## config.mk

```make
export PLATFORM = sky130hd
export DESIGN_NAME = acmac_key_sched
export DESIGN_NICKNAME = d
export VERILOG_FILES = /design/src/design/acmac_pkg.sv /design/src/design/acmac_key_sched.sv
export SDC_FILE = /design/constraint.sdc
export NUM_CORES = 2
export LEC_CHECK = 0
export ABC_AREA = 1
export BUFFER_PORTS_ARGS = -buffer_cell sky130_fd_sc_hd__buf_2
export CAP_MARGIN = 10
export CORE_ASPECT_RATIO = 0.7
export CORE_MARGIN = 5
export CORE_UTILIZATION = 35
export DETAILED_ROUTE_END_ITERATION = 12
export GPL_TIMING_DRIVEN = 1
export RECOVER_POWER = 25
export SYNTH_ARGS = -nofsm -noshare
export SYNTH_HDL_FRONTEND = slang
export SYNTH_SLANG_ARGS = --single-unit
export TNS_END_PERCENT = 20
```

## constraint.sdc

```tcl
create_clock -name clk_i -period 16.9 [get_ports clk_i]
set_clock_uncertainty 0.1 [all_clocks]
set_input_delay 0.845 -clock clk_i [delete_from_list [all_inputs] [get_ports clk_i]]
set_output_delay 0.845 -clock clk_i [all_outputs]
set_load 0.01 [all_outputs]
```

## src/design/acmac_pkg.sv

```systemverilog
package acmac_pkg;

  localparam int unsigned BlockW   = 128;
  localparam int unsigned HalfW    = 64;
  localparam int unsigned CntW     = 5;
  localparam int unsigned NumRk    = 11;
  localparam int unsigned RoundW   = 4;
  localparam int unsigned CfgIdxW  = 1;
  localparam logic [7:0]  RbConst  = 8'h87;
  localparam logic [7:0]  PadMark  = 8'h80;
  localparam logic [CntW-1:0] BlockBytes = 5'd16;

  localparam logic [CfgIdxW-1:0] RegKeyUpper = 1'b0;
  localparam logic [CfgIdxW-1:0] RegKeyLower = 1'b1;

  typedef logic [BlockW-1:0] block_t;

  typedef struct packed {
    logic [HalfW-1:0]  data_upper;
    logic [HalfW-1:0]  data_lower;
    logic [CntW-1:0]   valid_bytes;
    logic              last_block;
  } in_item_t;

  typedef struct packed {
    logic [HalfW-1:0] tag_upper;
    logic [HalfW-1:0] tag_lower;
  } out_item_t;

  // control between sequencer and round unit
  typedef struct packed {
    logic        load;      // load state = data ^ rk0
    logic        step;      // run one round with rk
    logic        last;      // final round (no MixColumns)
  } rnd_ctrl_t;

  function automatic logic [7:0] sbox(input logic [7:0] x);
    logic [7:0] t [256];
    t = '{
      8'h63,8'h7c,8'h77,8'h7b,8'hf2,8'h6b,8'h6f,8'hc5,8'h30,8'h01,8'h67,8'h2b,8'hfe,8'hd7,8'hab,8'h76,
      8'hca,8'h82,8'hc9,8'h7d,8'hfa,8'h59,8'h47,8'hf0,8'had,8'hd4,8'ha2,8'haf,8'h9c,8'ha4,8'h72,8'hc0,
      8'hb7,8'hfd,8'h93,8'h26,8'h36,8'h3f,8'hf7,8'hcc,8'h34,8'ha5,8'he5,8'hf1,8'h71,8'hd8,8'h31,8'h15,
      8'h04,8'hc7,8'h23,8'hc3,8'h18,8'h96,8'h05,8'h9a,8'h07,8'h12,8'h80,8'he2,8'heb,8'h27,8'hb2,8'h75,
      8'h09,8'h83,8'h2c,8'h1a,8'h1b,8'h6e,8'h5a,8'ha0,8'h52,8'h3b,8'hd6,8'hb3,8'h29,8'he3,8'h2f,8'h84,
      8'h53,8'hd1,8'h00,8'hed,8'h20,8'hfc,8'hb1,8'h5b,8'h6a,8'hcb,8'hbe,8'h39,8'h4a,8'h4c,8'h58,8'hcf,
      8'hd0,8'hef,8'haa,8'hfb,8'h43,8'h4d,8'h33,8'h85,8'h45,8'hf9,8'h02,8'h7f,8'h50,8'h3c,8'h9f,8'ha8,
      8'h51,8'ha3,8'h40,8'h8f,8'h92,8'h9d,8'h38,8'hf5,8'hbc,8'hb6,8'hda,8'h21,8'h10,8'hff,8'hf3,8'hd2,
      8'hcd,8'h0c,8'h13,8'hec,8'h5f,8'h97,8'h44,8'h17,8'hc4,8'ha7,8'h7e,8'h3d,8'h64,8'h5d,8'h19,8'h73,
      8'h60,8'h81,8'h4f,8'hdc,8'h22,8'h2a,8'h90,8'h88,8'h46,8'hee,8'hb8,8'h14,8'hde,8'h5e,8'h0b,8'hdb,
      8'he0,8'h32,8'h3a,8'h0a,8'h49,8'h06,8'h24,8'h5c,8'hc2,8'hd3,8'hac,8'h62,8'h91,8'h95,8'he4,8'h79,
      8'he7,8'hc8,8'h37,8'h6d,8'h8d,8'hd5,8'h4e,8'ha9,8'h6c,8'h56,8'hf4,8'hea,8'h65,8'h7a,8'hae,8'h08,
      8'hba,8'h78,8'h25,8'h2e,8'h1c,8'ha6,8'hb4,8'hc6,8'he8,8'hdd,8'h74,8'h1f,8'h4b,8'hbd,8'h8b,8'h8a,
      8'h70,8'h3e,8'hb5,8'h66,8'h48,8'h03,8'hf6,8'h0e,8'h61,8'h35,8'h57,8'hb9,8'h86,8'hc1,8'h1d,8'h9e,
      8'he1,8'hf8,8'h98,8'h11,8'h69,8'hd9,8'h8e,8'h94,8'h9b,8'h1e,8'h87,8'he9,8'hce,8'h55,8'h28,8'hdf,
      8'h8c,8'ha1,8'h89,8'h0d,8'hbf,8'he6,8'h42,8'h68,8'h41,8'h99,8'h2d,8'h0f,8'hb0,8'h54,8'hbb,8'h16
    };
    return t[x];
  endfunction

  function automatic logic [7:0] xtime(input logic [7:0] x);
    return {x[6:0], 1'b0} ^ (x[7] ? 8'h1b : 8'h00);
  endfunction

  // byte i of a block, byte 0 most significant
  function automatic logic [7:0] byte_of(input block_t b, input int unsigned i);
    return b[BlockW-1-8*i -: 8];
  endfunction

  function automatic block_t gf_double(input block_t x);
    return {x[BlockW-2:0], 1'b0} ^ {{(BlockW-8){1'b0}}, (x[BlockW-1] ? RbConst : 8'h00)};
  endfunction

endpackage

```

## src/design/acmac_key_sched.sv

```systemverilog
// Key expansion, one round key per cycle, into an 11-entry register file.
module acmac_key_sched (
  input  logic                            clk_i,
  input  logic                            start_i,
  input  acmac_pkg::block_t               key_i,
  input  logic [acmac_pkg::RoundW-1:0]    rd_idx_i,
  output acmac_pkg::block_t               rk_o
);
  import acmac_pkg::*;

  block_t              rk_q [NumRk];
  block_t              cur_q, cur_d;
  logic [RoundW-1:0]   idx_q;
  logic [7:0]          rcon_q;
  logic                busy_q;
  logic [31:0]         t;

  always_comb begin
    logic [31:0] w0, w1, w2, w3, r;
    r  = cur_q[31:0];
    t  = {sbox(r[23:16]), sbox(r[15:8]), sbox(r[7:0]), sbox(r[31:24])} ^ {rcon_q, 24'h0};
    w0 = cur_q[127:96] ^ t;
    w1 = cur_q[95:64] ^ w0;
    w2 = cur_q[63:32] ^ w1;
    w3 = cur_q[31:0] ^ w2;
    cur_d = {w0, w1, w2, w3};
  end

  always_ff @(posedge clk_i) begin
    if (start_i) begin
      cur_q    <= key_i;
      rk_q[0]  <= key_i;
      idx_q    <= RoundW'(1);
      rcon_q   <= 8'h01;
      busy_q   <= 1'b1;
    end else if (busy_q) begin
      cur_q       <= cur_d;
      rk_q[idx_q] <= cur_d;
      rcon_q      <= xtime(rcon_q);
      idx_q       <= idx_q + RoundW'(1);
      busy_q      <= (idx_q != RoundW'(NumRk - 1));
    end
  end

  assign rk_o = rk_q[rd_idx_i];
endmodule

```

---- Yosys cells after proc, flatten, opt, wreduce, memory -nomap -nowiden ----
Memories as Yosys holds them, arrays and structs flattened.
Cells that the tools add are included.
storage, ports and cells
  register bits ........................... 141
  output and inout bits ................... 128
  logic and storage cells ................. 47
  input bits .............................. 134
  memory bits (read-only) ................. 8192
  RAM bits ................................ 1408
  memories kept ........................... 5
cells by class
  equal/unequal tests ..................... 1
  magnitude comparators ................... 4
  multiplexer cells ....................... 20
  add/sub/neg operators ................... 1
  reduce and logical (&&, ||, !) cells .... 2
  bitwise gates (word level) .............. 10
memories
  memory            depth  bits a word  read ports  clocked after Yosys merged registers in  wr ports  line                   RTL
  (name not given)  256    8            1           0                                        0         acmac_pkg.sv:57        return t[x];
  (name not given)  256    8            1           0                                        0         acmac_pkg.sv:57
  (name not given)  256    8            1           0                                        0         acmac_pkg.sv:57
  (name not given)  256    8            1           0                                        0         acmac_pkg.sv:57
  rk_q              11     128          1           0                                        1         acmac_key_sched.sv:11  block_t rk_q [NumRk];
operators with widths
  operator                                                  number
  two-way mux 128 bit                                       3
  bitwise XOR 32 bit                                        5
  OR reduction 128 bit                                      1
  two-way mux 8 bit                                         8
  greater-or-equal comparator 9 bit, second input constant  4
  NOT 8 -> 9 bit                                            4
  bitwise XOR 8 x 5 -> 8 bit                                1
  two-way mux 1 bit                                         7
  two-way mux 5 bit                                         1
  adder 4 x 1 -> 4 bit, second input constant               1
  two-way mux 4 bit                                         1
  != test 4 bit, second input constant                      1
  nonzero test 2 bit                                        1

---- Depth between registers and ports, before layout ----
  depth in word-level cells ............... 11
  gate-level depth with buffers ........... 24
  mapped depth without buffers ............ 22

---- Worst setup path after synthesis ----
No wires, ideal clock.
  path kind ............................... input port to flip-flop
  start point ............................. input port start_i
  end point ............................... memory rk_q[0][0] in the netlist's numbering (enable)
  buffers on the path ..................... 3
  library setup time ...................... 0.805 ns
  arrival ................................. 11.243 ns
  slack ................................... 4.752 ns
  cell stages on the path ................. 7
  data required time ...................... 15.995 ns
  cells stage by stage .................... clkbuf_1 nor2_1 inv_1 clkbuf_1 clkbuf_1 a21oi_1 a211oi_1
between the ends
  cells in the longest elaborated chain, start to end .. 4
  elaborated cells on any way between the ends .. 7
  those cells by class .................... mux (6); reduce/logical (1)
RTL lines
  element                                                                  line                   RTL
  from (decl)                                                              acmac_key_sched.sv:4   input logic start_i,
  two-way mux 1 bit                                                        acmac_key_sched.sv:30  if (start_i) begin
  two-way mux 1 bit (not written as such)                                  acmac_key_sched.sv:38  rk_q[idx_q] <= cur_d;
  OR reduction 128 bit (no line)                                           n/a
  two-way mux 4 bit (no line) / two-way mux 1 bit (equally long branches)  n/a
  to (decl)                                                                acmac_key_sched.sv:11
Parallel ways exist; a longest one is shown, timed or not.

---- Final worst setup path ----
  start point ............................. input port start_i
  end point ............................... memory rk_q[10][9] in the netlist's numbering (enable)
Same word-level chain as after synthesis.

==> flow_summary.ini <==
[yosys]
yosys.area_share.adder_pct = 1.04
ys_seq_area_share_pct = 62.0
synth_top_family_by_area = simple AND/OR/NAND/NOR gates
ys_ff_latch = 1549
syn_area_um2 = 74900
yosys.area.top_type = edfxtp_1
yosys.area_share.simple_pct = 20.9
syn_area_per_cell_um2 = 9.79
yosys_warnings = 0
synth_compound_area_share_pct = 11.8
syn_inst = 7646
synth_xor_area_share_pct = 0.0936
synth_top_area_share_pct = 61.6
yosysUniqueCellTypes = 37
synth_fp_nets = 7842
synthMuxAreaShare_pct = 0
synth_area_leaders = edfxtp_1 (62%), nand3_1 (8.4%), nand2_1 (8.0%)

[timing]
fin_crit_sh_pct = 59.9
finalHoldViolCount = 0
relSlewSlack_pct = -202
setup_viol = 0
fin_setup_tns_ns = 0
fin_ws_ns = 6.78
rsz0062_at_grt = no
maxSlewViolCount = 1044
post-route-min-period_ns = 10.12
worst_pin_slew_ns = 4.53
fmax_ghz = 0.0988

[route]
dr.pass1.iters = 7
wl_per_cell_um = 27.1
viasPerCell = 5.79
drt-initial-drc-count = 9248
drt_wl_total_um = 291000
ant_nets = 0
route.detailed.drc = 0
via_count = 62100

[clock_tree]
cts_tree = yes
cts-root-buf = clkbuf_16
cts.sinks = 1549
cts_buffers = 155
holdBufCountCts = 0
htreeDepth = 4
postCtsSetupRepairBufs = 0
cts_resized = 0
clk_pin_slew_ns = 0.07
clock_path_buffers = 4
worstSkewPairLatency_ns = 0.80

[pwr]
power_density_nw_per_um2 = 197
leakagePower_nw = 30.4
p_total_mw = 16.5
irDropWorstVdd_mv = 0.117

[setup_path]
crit_type = primary input to register
reg2regPathDepth = 8
worst_path_max_delay_cell = nor2_1
r2r_start = busy_q$_SDFF_PP1_
max_stage_delay_ns = 2.28
start_kind = primary input
rrSetupSlack_ns = 8.02
arrival_ns = 10.42
critical_path_required_ns = 17.20
r2r_end = rk_q[10][9]$_DFFE_PP_
crit_fanout = 76
cp_cell_sequence = clkbuf_1 > nor2_4 > clkinvlp_2 > nor2_1 > nand2_1 > nor2_1 > clkbuf_1 > buf_4
end_kind = register

[floorplanning]
initial_utilization_pct = 35.1
num_io_pins = 262
core-area_um2 = 213000
die_y_um = 397
dieWidth_um = 563
fp-row-count = 142
die_area_um2 = 223000

[layout]
final_common_cell = nand2_1
finalNetCount = 7889
mostFrequentLayoutCells = nand2_1 (1589), edfxtp_1 (1536), nand3_1 (1259)
drive_above_1_share_pct = 8.74
syn2layout_area_growth_pct = 11.8
final_area_um2 = 83700

[worst_hold_path]
hp-class = primary input to register
whs_endpoint = cur_q[1]$_DFFE_PP_
hold_depth = 3
worstHoldStart = key_i[1]

[placed_design]
portBuffers = 261
dpl.hpwl_um = 185000
post-place-ws_ns = 10.60
place_area_um2 = 79000
gp_congestion = 0.996

[global_routing]
antenna_found_initial = 54
grt_start_max_net_pins = 195
grt_pass1_vias = 56300
overflow = 0
track_usage_pct = 25.1
grt_pass1_wl_um = 413000

[outcome]
violations = max-capacitance violations, max-slew violations
status = finished with violations

[flow_run]
drv_cap = 23
[layer usage]
layer / vias up / track usage [%] / routed length (um)
met2: 3596 / 35.7 / 123000
met4: 2 / 8.77 / 10300
met3: 451 / 5.93 / 32100
li1: 27600 / - / -
met5: - / 0 / 11
met1: 30500 / 37.1 / 126000
[logic make-up after synthesis]
group	count (synthesis)
AOI/OAI and AO/OA	1559
xor gates and xnor gates	8
adders and majority gates	62
buffers and inverters	781
DFF	1549
and+or+nand+nor	3687
[power by group]
part	internal, mW	total [mW]	switching (mW)
combinational	1.73	7.61	5.87
clock	1.85	3.31	1.46
sequential	5.38	5.59	0.209
total	8.97	16.5	7.54
[worst max path at each step]
stage,start,endpoint,slack [ns],depth (start not counted)
after floorplan,start_i,rk_q[0][0]$_DFFE_PP_,4.75,7
after global placement,rd_idx_i[0],rk_o[6],10.67,9
after detailed placement,rd_idx_i[0],rk_o[6],10.60,9
after CTS,rd_idx_i[0],rk_o[6],10.58,9
after global routing,start_i,rk_q[10][9]$_DFFE_PP_,6.33,8
final,start_i,rk_q[10][9]$_DFFE_PP_,6.78,8
[sequential cells by signal, summed over array words and instances, names as in the netlist]
register and flops:
rk_q 1408, cur_q 128, rcon_q 8, idx_q 4
busy_q 1
[area by class of cell]
class	count	area, um2
diodes	37	92.6
clock buffers	198	4140
clock inverters	68	558
fillers	20900	130000
inverters	252	970
multi-input cells	5316	25500
flip-flops and latches	1549	46400
well taps	2880	3600
repair buffers	419	2510
[critical path: cells and delay by family]
family / cells / cell delay (ns)
AND/OR/NAND/NOR: 4 / 3.57
buffers and inverters: 4 / 5.83
[cells in the mapped netlist]
cell type,count
a211oi_1,17
a21oi_1,128
a21oi_2,2
a31oi_1,25
a32o_1,1
buf_1,50
buf_2,72
buf_4,24
buf_6,4
clkbuf_1,378
clkbuf_2,1
clkinv_1,11
dfxtp_1,13
edfxtp_1,1536
ha_1,62
inv_1,224
inv_2,15
inv_4,2
nand2_1,1589
nand2_2,15
nand3_1,1259
nand3_2,1
nand3b_1,23
nand4_1,18
nor2_1,758
nor2_2,5
nor3_1,2
nor4_1,1
o211ai_1,139
o21ai_0,986
o21ai_1,13
o21bai_1,1
o221ai_1,112
o22ai_1,135
or2_2,16
xnor2_1,1
xor2_1,7
[per-stage QoR]
stage          hold WS, ns  utilization [%]  instances
3_5_place_dp         0.404             37.0      10400
5_1_grt              0.222             39.2      10700
2_1_floorplan        0.375                -       7646
3_3_place_gp         0.394             37.0      10400
4_1_cts              0.180             39.2      10700
6_report             0.236             39.2      10700
Note: power is estimated with default switching activity, not from simulation.
